**config.mk**
```make
export PLATFORM = sky130hd
export DESIGN_NAME = hsv_to_rgb
export DESIGN_NICKNAME = d
export VERILOG_FILES = /design/src/hsvr_pkg.sv /design/src/hsvr_sector.sv /design/src/hsv_to_rgb.sv
export SDC_FILE = /design/constraint.sdc
export NUM_CORES = 2
export LEC_CHECK = 0
export ABC_AREA = 1
export ABC_CLOCK_PERIOD_IN_PS = 16420
export BUFFER_PORTS_ARGS = -buffer_cell sky130_fd_sc_hd__buf_2
export CORE_MARGIN = 4
export CORE_UTILIZATION = 40
export CTS_BUF_LIST = sky130_fd_sc_hd__clkbuf_8
export DETAILED_ROUTE_END_ITERATION = 6
export GPL_ROUTABILITY_DRIVEN = 1
export PLACE_DENSITY = 0.57
export SYNTH_ARGS = -nofsm -noshare
export SYNTH_HDL_FRONTEND = slang
export SYNTH_SLANG_ARGS = --single-unit
```
**constraint.sdc**
```tcl
create_clock -name clk -period 16.42 [get_ports clk]
set_clock_uncertainty 0.05 [all_clocks]
set_input_delay 1.642 -clock clk [delete_from_list [all_inputs] [get_ports clk]]
set_output_delay 1.642 -clock clk [all_outputs]
set_load 0.005 [all_outputs]
```
**src/hsvr_pkg.sv**
```systemverilog
`timescale 1ns / 1ps
// ----------------------------------------------------------------------------
// hsvr_pkg: shared types and constants for the HSV to RGB converter
// Fixed-point formats, sector codes and reciprocal constants for the
// divide-by-constant stages.
// ----------------------------------------------------------------------------
package hsvr_pkg;

	// Hue resolution: hue arrives in 1/2^HUE_FRAC_BITS degree units
	localparam int unsigned HUE_FRAC_BITS = 4;
	localparam int unsigned HUE_W         = 13;
	localparam int unsigned BYTE_W        = 8;
	localparam int unsigned BYTE_MAX      = 255;

	// One 60-degree sector and a full turn, in hue units
	localparam int unsigned SECTOR_W  = 60 << HUE_FRAC_BITS;
	localparam int unsigned FULL_TURN = 360 << HUE_FRAC_BITS;
	localparam int unsigned REM_W     = $clog2(SECTOR_W);
	localparam int unsigned NUM_SECT  = 6;

	// q and t levels: floor(V * num / LEVEL_DEN), num in 0..LEVEL_DEN
	localparam int unsigned LEVEL_DEN = BYTE_MAX * SECTOR_W;
	localparam int unsigned NUM_W     = $clog2(LEVEL_DEN + 1);
	localparam int unsigned XQ_W      = NUM_W + BYTE_W;
	localparam int unsigned QT_RECIP  = (2 ** XQ_W) / LEVEL_DEN;
	localparam int unsigned QT_RCP_W  = $clog2(QT_RECIP + 1);
	localparam int unsigned QT_PROD_W = XQ_W + QT_RCP_W;

	// p level: floor(V * (255 - S) / 255)
	localparam int unsigned XP_W     = 2 * BYTE_W;
	localparam int unsigned P_RECIP  = (2 ** XP_W) / BYTE_MAX;
	localparam int unsigned P_RCP_W  = $clog2(P_RECIP + 1);
	localparam int unsigned P_PROD_W = XP_W + P_RCP_W;

	// Hue sectors, named by the colors they span
	typedef enum logic [2:0] {
		SEC_R_Y = 3'd0,
		SEC_Y_G = 3'd1,
		SEC_G_C = 3'd2,
		SEC_C_B = 3'd3,
		SEC_B_M = 3'd4,
		SEC_M_R = 3'd5
	} sector_t;

	// Hue split into sector and offset inside the sector
	typedef struct packed {
		sector_t            sector;
		logic [REM_W-1:0]   rem;
	} hue_split_t;

endpackage

```
**src/hsvr_sector.sv**
```systemverilog
`timescale 1ns / 1ps
// ----------------------------------------------------------------------------
// hsvr_sector: hue sector decode
// Forces hue at or past a full turn to zero, then finds the 60-degree sector and
// the offset inside it with parallel compares against the sector bounds.
// ----------------------------------------------------------------------------
module hsvr_sector (
	input  logic [hsvr_pkg::HUE_W-1:0] hue,
	output hsvr_pkg::hue_split_t       split
);

	logic [31:0] hue_c;
	logic [31:0] base;
	logic [2:0]  idx;
	logic [31:0] offs;

	// Clamp, then pick the highest sector bound not above the hue
	always_comb begin
		hue_c = 32'(hue);
		if (hue_c >= 32'(hsvr_pkg::FULL_TURN)) begin
			hue_c = '0;
		end
		idx  = '0;
		base = '0;
		for (int k = 1; k < hsvr_pkg::NUM_SECT; k++) begin
			if (hue_c >= 32'(k * hsvr_pkg::SECTOR_W)) begin
				idx  = 3'(k);
				base = 32'(k * hsvr_pkg::SECTOR_W);
			end
		end
		offs = hue_c - base;
	end

	assign split.sector = hsvr_pkg::sector_t'(idx);
	assign split.rem    = offs[hsvr_pkg::REM_W-1:0];

endmodule

```
**src/hsv_to_rgb.sv**
```systemverilog
`timescale 1ns / 1ps
// ----------------------------------------------------------------------------
// hsv_to_rgb: HSV to 8-bit RGB pixel converter
// Five-stage pipeline: sector decode, level numerators, brightness
// products, reciprocal quotient estimate, quotient fixup and channel select.
// ----------------------------------------------------------------------------
// Converts one hue/saturation/brightness word into one RGB word per clock
// while rgb_stall is low. Hue is in 1/16 degree units (values of 360 degrees
// or more count as 0); saturation and brightness are bytes read as value/255.
// Levels are exact fixed-point quotients truncated to a byte. Each word
// passes through five register stages, and its pixel shows on rgb_valid
// once it reaches the last one. Throughput is one word per cycle while
// rgb_stall is low; each of the five pipeline stages holds or advances
// on its own, so bubbles collapse and the input keeps flowing while a
// result waits on rgb_stall until every stage is full.
// ----------------------------------------------------------------------------
module hsv_to_rgb (
	input  logic                           clk,
	input  logic                           arst_n,
	// input channel
	input  logic                           hsv_valid,
	output logic                           hsv_stall,
	input  logic [hsvr_pkg::HUE_W-1:0]     hue,
	input  logic [hsvr_pkg::BYTE_W-1:0]    saturation,
	input  logic [hsvr_pkg::BYTE_W-1:0]    brightness,
	// output channel
	output logic                           rgb_valid,
	input  logic                           rgb_stall,
	output logic [hsvr_pkg::BYTE_W-1:0]    red,
	output logic [hsvr_pkg::BYTE_W-1:0]    green,
	output logic [hsvr_pkg::BYTE_W-1:0]    blue
);

	localparam int unsigned BW  = hsvr_pkg::BYTE_W;
	localparam int unsigned NW  = hsvr_pkg::NUM_W;
	localparam int unsigned XQW = hsvr_pkg::XQ_W;
	localparam int unsigned XPW = hsvr_pkg::XP_W;
	localparam int unsigned QPW = hsvr_pkg::QT_PROD_W;
	localparam int unsigned PPW = hsvr_pkg::P_PROD_W;

	// stage valids and advance enables
	logic valid_s1, valid_s2, valid_s3, valid_s4, valid_s5;
	logic en1, en2, en3, en4, en5;

	assign en5       = !valid_s5 || !rgb_stall;
	assign en4       = !valid_s4 || en5;
	assign en3       = !valid_s3 || en4;
	assign en2       = !valid_s2 || en3;
	assign en1       = !valid_s1 || en2;
	assign hsv_stall = !en1;
	assign rgb_valid = valid_s5;

	always_ff @(posedge clk or negedge arst_n) begin
		if (!arst_n) begin
			valid_s1 <= 1'b0;
			valid_s2 <= 1'b0;
			valid_s3 <= 1'b0;
			valid_s4 <= 1'b0;
			valid_s5 <= 1'b0;
		end else begin
			if (en1) valid_s1 <= hsv_valid;
			if (en2) valid_s2 <= valid_s1;
			if (en3) valid_s3 <= valid_s2;
			if (en4) valid_s4 <= valid_s3;
			if (en5) valid_s5 <= valid_s4;
		end
	end

	// ---- stage 1: sector decode
	hsvr_pkg::hue_split_t     split;
	hsvr_pkg::sector_t        sector_s1;
	logic [hsvr_pkg::REM_W-1:0] rem_s1;
	logic [BW-1:0]            sat_s1, bri_s1;

	hsvr_sector u_sector (
		.hue   (hue),
		.split (split)
	);

	always_ff @(posedge clk) begin
		if (en1) begin
			sector_s1 <= split.sector;
			rem_s1    <= split.rem;
			sat_s1    <= saturation;
			bri_s1    <= brightness;
		end
	end

	// ---- stage 2: level numerators and p product
	logic [NW-1:0]  sr_q, sr_t;
	logic [XPW-1:0] xp_c;
	logic [NW-1:0]  num_q_s2, num_t_s2;
	logic [XPW-1:0] x_p_s2;
	hsvr_pkg::sector_t sector_s2;
	logic [BW-1:0]  bri_s2;

	always_comb begin
		sr_q = NW'(sat_s1) * NW'(rem_s1);
		sr_t = NW'(sat_s1) * (NW'(hsvr_pkg::SECTOR_W) - NW'(rem_s1));
		xp_c = XPW'(bri_s1) * (XPW'(hsvr_pkg::BYTE_MAX) - XPW'(sat_s1));
	end

	always_ff @(posedge clk) begin
		if (en2) begin
			num_q_s2  <= NW'(hsvr_pkg::LEVEL_DEN) - sr_q;
			num_t_s2  <= NW'(hsvr_pkg::LEVEL_DEN) - sr_t;
			x_p_s2    <= xp_c;
			sector_s2 <= sector_s1;
			bri_s2    <= bri_s1;
		end
	end

	// ---- stage 3: brightness times numerators
	logic [XQW-1:0] x_q_s3, x_t_s3;
	logic [XPW-1:0] x_p_s3;
	hsvr_pkg::sector_t sector_s3;
	logic [BW-1:0]  bri_s3;

	always_ff @(posedge clk) begin
		if (en3) begin
			x_q_s3    <= XQW'(bri_s2) * XQW'(num_q_s2);
			x_t_s3    <= XQW'(bri_s2) * XQW'(num_t_s2);
			x_p_s3    <= x_p_s2;
			sector_s3 <= sector_s2;
			bri_s3    <= bri_s2;
		end
	end

	// ---- stage 4: reciprocal quotient estimate (low by at most one)
	logic [QPW-1:0] pr_q, pr_t;
	logic [PPW-1:0] pr_p;
	logic [BW-1:0]  est_q_s4, est_t_s4, est_p_s4;
	logic [XQW-1:0] x_q_s4, x_t_s4;
	logic [XPW-1:0] x_p_s4;
	hsvr_pkg::sector_t sector_s4;
	logic [BW-1:0]  bri_s4;

	always_comb begin
		pr_q = QPW'(x_q_s3) * QPW'(hsvr_pkg::QT_RECIP);
		pr_t = QPW'(x_t_s3) * QPW'(hsvr_pkg::QT_RECIP);
		pr_p = PPW'(x_p_s3) * PPW'(hsvr_pkg::P_RECIP);
	end

	always_ff @(posedge clk) begin
		if (en4) begin
			est_q_s4  <= pr_q[XQW+BW-1:XQW];
			est_t_s4  <= pr_t[XQW+BW-1:XQW];
			est_p_s4  <= pr_p[XPW+BW-1:XPW];
			x_q_s4    <= x_q_s3;
			x_t_s4    <= x_t_s3;
			x_p_s4    <= x_p_s3;
			sector_s4 <= sector_s3;
			bri_s4    <= bri_s3;
		end
	end

	// ---- stage 5: quotient fixup and channel select
	logic [XQW-1:0] r_q, r_t;
	logic [XPW-1:0] r_p;
	logic [BW-1:0]  lv_q, lv_t, lv_p;
	logic [BW-1:0]  red_c, green_c, blue_c;
	logic [BW-1:0]  red_s5, green_s5, blue_s5;

	always_comb begin
		r_q  = x_q_s4 - XQW'(est_q_s4) * XQW'(hsvr_pkg::LEVEL_DEN);
		r_t  = x_t_s4 - XQW'(est_t_s4) * XQW'(hsvr_pkg::LEVEL_DEN);
		r_p  = x_p_s4 - XPW'(est_p_s4) * XPW'(hsvr_pkg::BYTE_MAX);
		lv_q = est_q_s4 + BW'(r_q >= XQW'(hsvr_pkg::LEVEL_DEN));
		lv_t = est_t_s4 + BW'(r_t >= XQW'(hsvr_pkg::LEVEL_DEN));
		lv_p = est_p_s4 + BW'(r_p >= XPW'(hsvr_pkg::BYTE_MAX));
		case (sector_s4)
			hsvr_pkg::SEC_R_Y: begin
				red_c = bri_s4; green_c = lv_t;   blue_c = lv_p;
			end
			hsvr_pkg::SEC_Y_G: begin
				red_c = lv_q;   green_c = bri_s4; blue_c = lv_p;
			end
			hsvr_pkg::SEC_G_C: begin
				red_c = lv_p;   green_c = bri_s4; blue_c = lv_t;
			end
			hsvr_pkg::SEC_C_B: begin
				red_c = lv_p;   green_c = lv_q;   blue_c = bri_s4;
			end
			hsvr_pkg::SEC_B_M: begin
				red_c = lv_t;   green_c = lv_p;   blue_c = bri_s4;
			end
			default: begin
				red_c = bri_s4; green_c = lv_p;   blue_c = lv_q;
			end
		endcase
	end

	always_ff @(posedge clk) begin
		if (en5) begin
			red_s5   <= red_c;
			green_s5 <= green_c;
			blue_s5  <= blue_c;
		end
	end

	assign red   = red_s5;
	assign green = green_s5;
	assign blue  = blue_s5;

	// ---- checks
	// sector offset always lies inside one sector
	a_rem_range: assert property (@(posedge clk) disable iff (!arst_n)
		valid_s1 |-> (32'(rem_s1) < hsvr_pkg::SECTOR_W))
		else $error("sector offset out of range");

	// reciprocal estimate is never off by more than one
	a_est_q: assert property (@(posedge clk) disable iff (!arst_n)
		valid_s4 |-> (32'(r_q) < 2 * hsvr_pkg::LEVEL_DEN) &&
			(32'(r_t) < 2 * hsvr_pkg::LEVEL_DEN))
		else $error("q/t quotient estimate too low");

	a_est_p: assert property (@(posedge clk) disable iff (!arst_n)
		valid_s4 |-> (32'(r_p) < 2 * hsvr_pkg::BYTE_MAX))
		else $error("p quotient estimate too low");

	// input only stalls when the first stage holds a word that cannot move
	a_stall_full: assert property (@(posedge clk) disable iff (!arst_n)
		hsv_stall |-> valid_s1 && valid_s2 && valid_s3 && valid_s4 && valid_s5)
		else $error("input stalled with a free stage");

endmodule
```
# ---- After elaboration in Yosys (flattened, before gate mapping)
# Cells that the tools add are included.
dict set report op_classes {
  mux 13
  magnitude_cmp 9
  mul 11
  eq_ne 4
  reduce_logical 18
  addsub 11
}
# operator n
set op_table {}
lappend op_table {{one-hot mux 8 bit (3 select lines)} 3}
lappend op_table {{multiplier 26 x 8 -> 33 bit, second input constant} 2}
lappend op_table {{>= comparator 26 x 18 -> 1 bit, second input constant} 2}
lappend op_table {{multiplier 8 x 18 -> 26 bit} 2}
lappend op_table {{subtractor 26 bit} 2}
lappend op_table {{two-way mux 10 bit} 5}
lappend op_table {{multiplier 8 x 12 -> 20 bit, second input constant} 2}
lappend op_table {{subtractor 18 bit, first input constant} 2}
lappend op_table {{>= comparator 13 x 12 -> 1 bit, second input constant} 2}
lappend op_table {{>= comparator 13 bit, second input constant} 2}
lappend op_table {{adder 8 x 1 -> 8 bit} 3}
lappend op_table {{multiplier 16 x 9 -> 24 bit, second input constant} 1}
lappend op_table {{multiplier 8 x 10 -> 18 bit} 1}
lappend op_table {{multiplier 9 x 11 -> 18 bit} 1}
lappend op_table {{>= comparator 16 x 8 -> 1 bit, second input constant} 1}
lappend op_table {{multiplier 8 x 8 -> 16 bit, second input constant} 1}
lappend op_table {{multiplier 9 x 9 -> 16 bit} 1}
lappend op_table {{subtractor 16 bit} 1}
lappend op_table {{>= comparator 13 x 10 -> 1 bit, second input constant} 1}
lappend op_table {{>= comparator 13 x 11 -> 1 bit, second input constant} 1}
lappend op_table {{two-way mux 13 bit} 1}
lappend op_table {{subtractor 10 x 10 -> 11 bit, first input constant} 1}
lappend op_table {{OR reduction 2 bit} 5}
lappend op_table {{subtractor 10 bit} 1}
lappend op_table {{9 further kinds} 22}
dict set report totals {
  out_inout_bits 26
  regBits 303
  inputBits 33
  word_cells 97
}

# ---- Longest topological paths before layout
dict set report depth {
  ltp_word 9
  ltp_mapped 37
  ltp_nobuf 37
}

# ---- By module
# A second synthesis with hierarchy kept.
dict set report unflattened {
  hier_cells 4920
  hier_area_um2 41539.8
}
# module cells_each area_per_inst_um2 seq_area_each_um2 instances
set by_module_without_submodules {}
lappend by_module_without_submodules {hsv_to_rgb 4835 41070.6 8653.3 1}
lappend by_module_without_submodules {hsvr_sector 85 469.2 0.0 1}

# ---- Worst setup path after synthesis
# No wires, ideal clock.
dict set report synth_timing {
  path_type {input to output}
  start {input port rgb_stall}
  end {output port hsv_stall}
  path_stages 8
  arrival_ns 7.370
  n_path_buf 0
  slack_ns 7.358
  required_ns 14.728
  path_cell_list {nand2_1 nor2_1 inv_1 nor2_1 inv_1 nor2_1 inv_1 nor2_1}
}
dict set report synth_via {
  elab_chain_cells 7
}
# item line
set synth_lines {}
lappend synth_lines {{start: declaration} hsv_to_rgb.sv:28} ;# input logic rgb_stall,
lappend synth_lines {{logical NOT 1 bit} hsv_to_rgb.sv:45} ;# assign en5 = !valid_s5 || !rgb_stall;
lappend synth_lines {{logical OR 1 bit} hsv_to_rgb.sv:45}
lappend synth_lines {{logical OR 1 bit} hsv_to_rgb.sv:46} ;# assign en4 = !valid_s4 || en5;
lappend synth_lines {{named net en4} hsv_to_rgb.sv:43} ;# logic en1, en2, en3, en4, en5;
lappend synth_lines {{logical OR 1 bit} hsv_to_rgb.sv:47} ;# assign en3 = !valid_s3 || en4;
lappend synth_lines {{named net en3} hsv_to_rgb.sv:43}
lappend synth_lines {{logical OR 1 bit} hsv_to_rgb.sv:48} ;# assign en2 = !valid_s2 || en3;
lappend synth_lines {{named net en2} hsv_to_rgb.sv:43}
lappend synth_lines {{logical OR 1 bit} hsv_to_rgb.sv:49} ;# assign en1 = !valid_s1 || en2;
lappend synth_lines {{logical NOT 1 bit} hsv_to_rgb.sv:50} ;# assign hsv_stall = !en1;
lappend synth_lines {{end: declaration} hsv_to_rgb.sv:22} ;# output logic hsv_stall,
# The timed path passes the listed nets, and every way through them passes these cells.

# ---- Worst setup path in the final report
dict set report layout_timing {
  start {register est_t_s4[5]}
  end {register green_s5[7] (netlist: green[7]), data pin}
}
dict set report layout_via {
  elab_chain_cells 5
}
# item line
set layout_lines {}
lappend layout_lines {{start: declaration} hsv_to_rgb.sv:132} ;# logic [BW-1:0] est_q_s4, est_t_s4, est_p_s4;
lappend layout_lines {{start signal: assignment} hsv_to_rgb.sv:147} ;# est_t_s4 <= pr_t[XQW+BW-1:XQW];
lappend layout_lines {{multiplier 8 x 12 -> 20 bit} hsv_to_rgb.sv:166} ;# r_t = x_t_s4 - XQW'(est_t_s4) * XQW'(hsvr_pkg::LEVEL_DEN);
lappend layout_lines {{subtractor 26 bit} hsv_to_rgb.sv:166}
lappend layout_lines {{>= comparator 26 x 18 -> 1 bit} hsv_to_rgb.sv:169} ;# lv_t = est_t_s4 + BW'(r_t >= XQW'(hsvr_pkg::LEVEL_DEN));
lappend layout_lines {{adder 8 x 1 -> 8 bit *} hsv_to_rgb.sv:169}
lappend layout_lines {{one-hot mux 8 bit (3 select lines) *} hsv_to_rgb.sv:171} ;# case (sector_s4)
lappend layout_lines {{named net green_c[7]} hsv_to_rgb.sv:161} ;# logic [BW-1:0] red_c, green_c, blue_c;
lappend layout_lines {{end signal: assignment} hsv_to_rgb.sv:196} ;# green_s5 <= green_c;
lappend layout_lines {{end: declaration} hsv_to_rgb.sv:162} ;# logic [BW-1:0] red_s5, green_s5, blue_s5;
# The timed path passes the listed nets; every way through them passes the cells marked *.
# A chain may end at the register's enable or synchronous reset.

==> summary by stage <==
Timing
The count of final max-slew check failures is 0. In the final timing run, aggregate negative setup slack is 0 ns. The maximum achievable frequency is 0.142 GHz. Setup violations remaining at the end of the flow were counted as 0. Dividing the final minimum period by the clock period gives 43.0%. At the pin with the least slew margin, the transition time is 1.12 ns. The minimum clock period is 7.05 ns. The count of final hold-check violations was 0.

In this run the tightest slew margin relative to its limit is 24.9%. Setup repair after global routing left no endpoint under its margin.

GRT
Entering global routing, the biggest net connects 65 pins. The number of antenna violations at the first check in global routing was 3. After global routing the overflow that remains totals 0.

Global routing used 17.8% of the available tracks. The global-route wire length before repair is 159 mm. The via count of the first global-routing pass is 31400.

Clock network
In this run, post-CTS hold repair placed 0 buffers. For the worst-skew pair, the clock arrives at the later sink with an insertion delay of 0.66 ns. In this run, CTS created clock tree buffers numbering 54. The number of setup buffers added after CTS is 0. The clock tree from TritonCTS is yes. Clock tree synthesis found a total of 289 sinks.

The number of H-tree levels is 2. The buffer cell driving the clock tree root is sky130_fd_sc_hd__clkbuf_8. The quantity of gates resized following cts is 0. The deepest clock path buffer count is 3. The clock slew seen by the registers of the worst setup and hold paths is 0.08 ns.

Cells and area
The synthesis-to-layout area growth is 6.93%. After filler insertion, the fill cell instance count of the layout stands at 10300. At the end of the flow, the number of nets in the layout was 6060. The multi-input combinational cells in the finished layout cover a total of 27700 µm². The fraction of layout cells with a size suffix above 1 is 4.20%. Registers take 8650 µm².

The fraction of the core area covered by cells at the end of the flow is 43.3%.

Worst setup path
The worst setup path is launched from a flip-flop. The launching instance or port of the critical path is est_t_s4[5]$_DFFE_PP_. The length in cells of the worst reg-to-reg path is 31. On the critical path the largest part of the delay comes from adder cells. At the worst endpoint, the required time is 16.87 ns.

The critical path depth is 31. Of all nets on the critical path, the largest fanout is 7. The reg-to-reg endpoint is green[7]$_DFFE_PP_. In this run the critical register-to-register path is launched from est_t_s4[5]$_DFFE_PP_. The critical path class is reg -> reg. For the worst setup path, the data arrival time is 7.50 ns.

The largest single stage delay on the critical path is 0.66 ns. The slowest cell on the critical path is sky130_fd_sc_hd__fa_1. The sort of element at the end of the critical path is a flip-flop. The most frequent cell on the critical path is sky130_fd_sc_hd__inv_1. The setup check on the worst reg-to-reg path leaves a slack of 9.37 ns. The count of buffer and inverter cells on the critical path is 5.

Run status
The flow ran to the end, and the final reports show no timing, DRC or antenna violations.

Floorplanning
The die covers 109000 µm². The core region is 102000 µm². The floorplan row count is 117. The floorplan step set the die width to 330 µm. The floorplan step set the die height to 330 µm.

Pin placement for this block handled 59 I/O pins. The initial cell density of the core is 40.5%.

Hold path
The hold path startpoint is x_p_s2[12]$_DFFE_PP_. The worst hold path passes through 0 cells. The worst min-delay path class is reg -> reg.

The endpoint of the worst hold-timing path is x_p_s3[12]$_DFFE_PP_.

Synth
The count of mapped cells out of synthesis is 4918. The count of state elements after synthesis is 289. Averaged over all synthesized cells, the footprint is 8.44 µm². The mapped netlist covers 41500 µm².

The sequential fraction of the synthesis area is 20.8%. The Yosys step of the flow raised 0 warnings. The number of nets in the synthesized netlist is 6027. The distinct cell type count of the synthesized netlist is 62.

Drt
Summed over all layers, the routed wires come to 93.8 mm. The total vias in the final route is 30500. For this run, the detailed router's first-pass iteration total came to 6. The routed wire length per instance is 14.7 µm. The remaining antenna violation count after routing is 0. Using the TritonRoute via totals, the vias-per-cell ratio works out to 4.80.

In the routed design, unresolved DRC markers number 0. The first routing iteration left 1632 violations.

Placement
Summed over all nets, the half-perimeter wirelength after detailed placement is 77.9 mm. The count of buffers from port buffering is 58. Routability-driven placement finished with a final weighted congestion of 0.880.

Job
The max-cap violation count is 0.
[flip-flops by register name (all words and copies together) (netlist names), 8 cells and up]
signal / count
bri_s1: 8
bri_s2: 8
est_p_s4: 8
sat_s1: 8
x_q_s3: 26
green: 8
rem_s1: 10
x_p_s4: 16
bri_s3: 8
x_p_s3: 16
x_q_s4: 20
blue: 8
num_t_s2: 17
bri_s4: 8
num_q_s2: 18
x_t_s3: 25
x_t_s4: 20
est_t_s4: 8
x_p_s2: 16
red: 8
est_q_s4: 8
[layout by cell type, fill, tap and decap left out, types with 8 or more instances in the layout]
master / synthesis / layout
sky130_fd_sc_hd__nor3_1: 25 / 25
sky130_fd_sc_hd__clkinv_1: 2 / 13
sky130_fd_sc_hd__ha_1: 590 / 590
sky130_fd_sc_hd__buf_2: 7 / 58
sky130_fd_sc_hd__buf_4: 1 / 20
sky130_fd_sc_hd__clkinvlp_4: 0 / 8
sky130_fd_sc_hd__a31oi_1: 22 / 22
sky130_fd_sc_hd__inv_1: 1244 / 1246
sky130_fd_sc_hd__o2111ai_1: 20 / 20
sky130_fd_sc_hd__nand4_1: 38 / 38
sky130_fd_sc_hd__clkbuf_8: 1 / 55
sky130_fd_sc_hd__xnor2_1: 57 / 57
sky130_fd_sc_hd__nand3_1: 134 / 134
sky130_fd_sc_hd__nand3b_1: 14 / 14
sky130_fd_sc_hd__a21oi_1: 226 / 226
sky130_fd_sc_hd__o211ai_1: 12 / 12
sky130_fd_sc_hd__nor2_1: 268 / 268
sky130_fd_sc_hd__o21ai_0: 118 / 118
sky130_fd_sc_hd__xor2_1: 113 / 113
sky130_fd_sc_hd__edfxtp_1: 284 / 284
sky130_fd_sc_hd__clkinv_2: 0 / 14
sky130_fd_sc_hd__o21bai_1: 14 / 14
sky130_fd_sc_hd__nand2_1: 1026 / 1026
sky130_fd_sc_hd__fa_1: 486 / 486
sky130_fd_sc_hd__a21o_1: 20 / 20
[cell families (layout without fill, tap and decap cells)]
kind of cell | count (synthesis) | in the layout | synth area share (%)
AO/OA/AOI/OAI | 486 | 486 | 6.78
flip-flops | 289 | 289 | 20.8
AND/OR/NAND/NOR | 1540 | 1540 | 15.1
adder cells (fa/ha/maj) | 1076 | 1076 | 41.2
XOR/XNOR | 172 | 172 | 3.66
other | 0 | 1 | 0
buffers and inverters | 1355 | 1433 | 12.4
[synth_stat cells (all sizes together)]
cell | instances | area, µm²
inv | 1252 | 4710
nand2 | 1033 | 3910
ha | 590 | 7380
fa | 486 | 9730
edfxtp | 284 | 8530
nor2 | 275 | 1060
a21oi | 228 | 1160
nand3 | 134 | 671
o21ai | 130 | 677
xor2 | 115 | 1020
clkbuf | 90 | 367
xnor2 | 57 | 499
nand4 | 38 | 238
nor3 | 28 | 168
a31oi | 22 | 138
a21o | 20 | 150
o2111ai | 20 | 175
nand3b | 14 | 105
o21bai | 14 | 105
o211ai | 12 | 90.1
buf | 11 | 68.8
a21boi | 7 | 56.3
nor4 | 7 | 43.8
o21a | 7 | 52.6
a211oi | 5 | 42.5
a22oi | 5 | 37.5
and2 | 5 | 31.3
dfrtp | 5 | 125
a31o | 3 | 26.3
a32oi | 3 | 26.3
and3 | 3 | 18.8
o31ai | 3 | 22.5
or2 | 3 | 18.8
clkinv | 2 | 7.51
o221a | 2 | 22.5
o22ai | 2 | 12.5
a41oi | 1 | 8.76
o221ai | 1 | 8.76
o311ai | 1 | 8.76
[metal layers]
metal | part of all wire [%] | GRT usage (%) | vias to the layer above
met2 | 46 | 29.6 | 456
met4 | 1.5 | 3.33 | 0
met1 | 49 | 25.4 | 14700
li1 | - | - | 15300
met3 | 3.4 | 1.82 | 91
met5 | 0 | 0 | -
[metrics by stage]
step           instance area (µm²)  cells  worst slack (ns)  hold WS (ns)
6_report                     44400   6365              9.37         0.363
4_1_cts                      44400   6364              9.34         0.369
3_3_place_gp                 43200   6263              9.48         0.352
5_1_grt                      44400   6365              8.83         0.376
2_1_floorplan                41500   4918              7.36         0.350
3_5_place_dp                 43200   6263              9.36         0.355
[how the worst max path moves through the flow]
stage                    endpoint
6_report       green[7]$_DFFE_PP_
5_1_grt        green[7]$_DFFE_PP_
4_1_cts        green[6]$_DFFE_PP_
2_1_floorplan           hsv_stall
3_3_place_gp   green[6]$_DFFE_PP_
3_5_place_dp   green[6]$_DFFE_PP_
[area by class of cell]
class	instances	area share, %
Clock inverter	46	0.896
Inverter	1254	10.6
Sequential cell	289	19.5
Timing Repair Buffer	78	0.992
Tap cell	1368	3.86
Clock buffer	55	1.71
Antenna cell	1	0.00564
Multi-Input combinational cell	3274	62.4
Power is not shown: default switching activity piles up to over one toggle a cycle in this logic, so the estimate is an artifact.
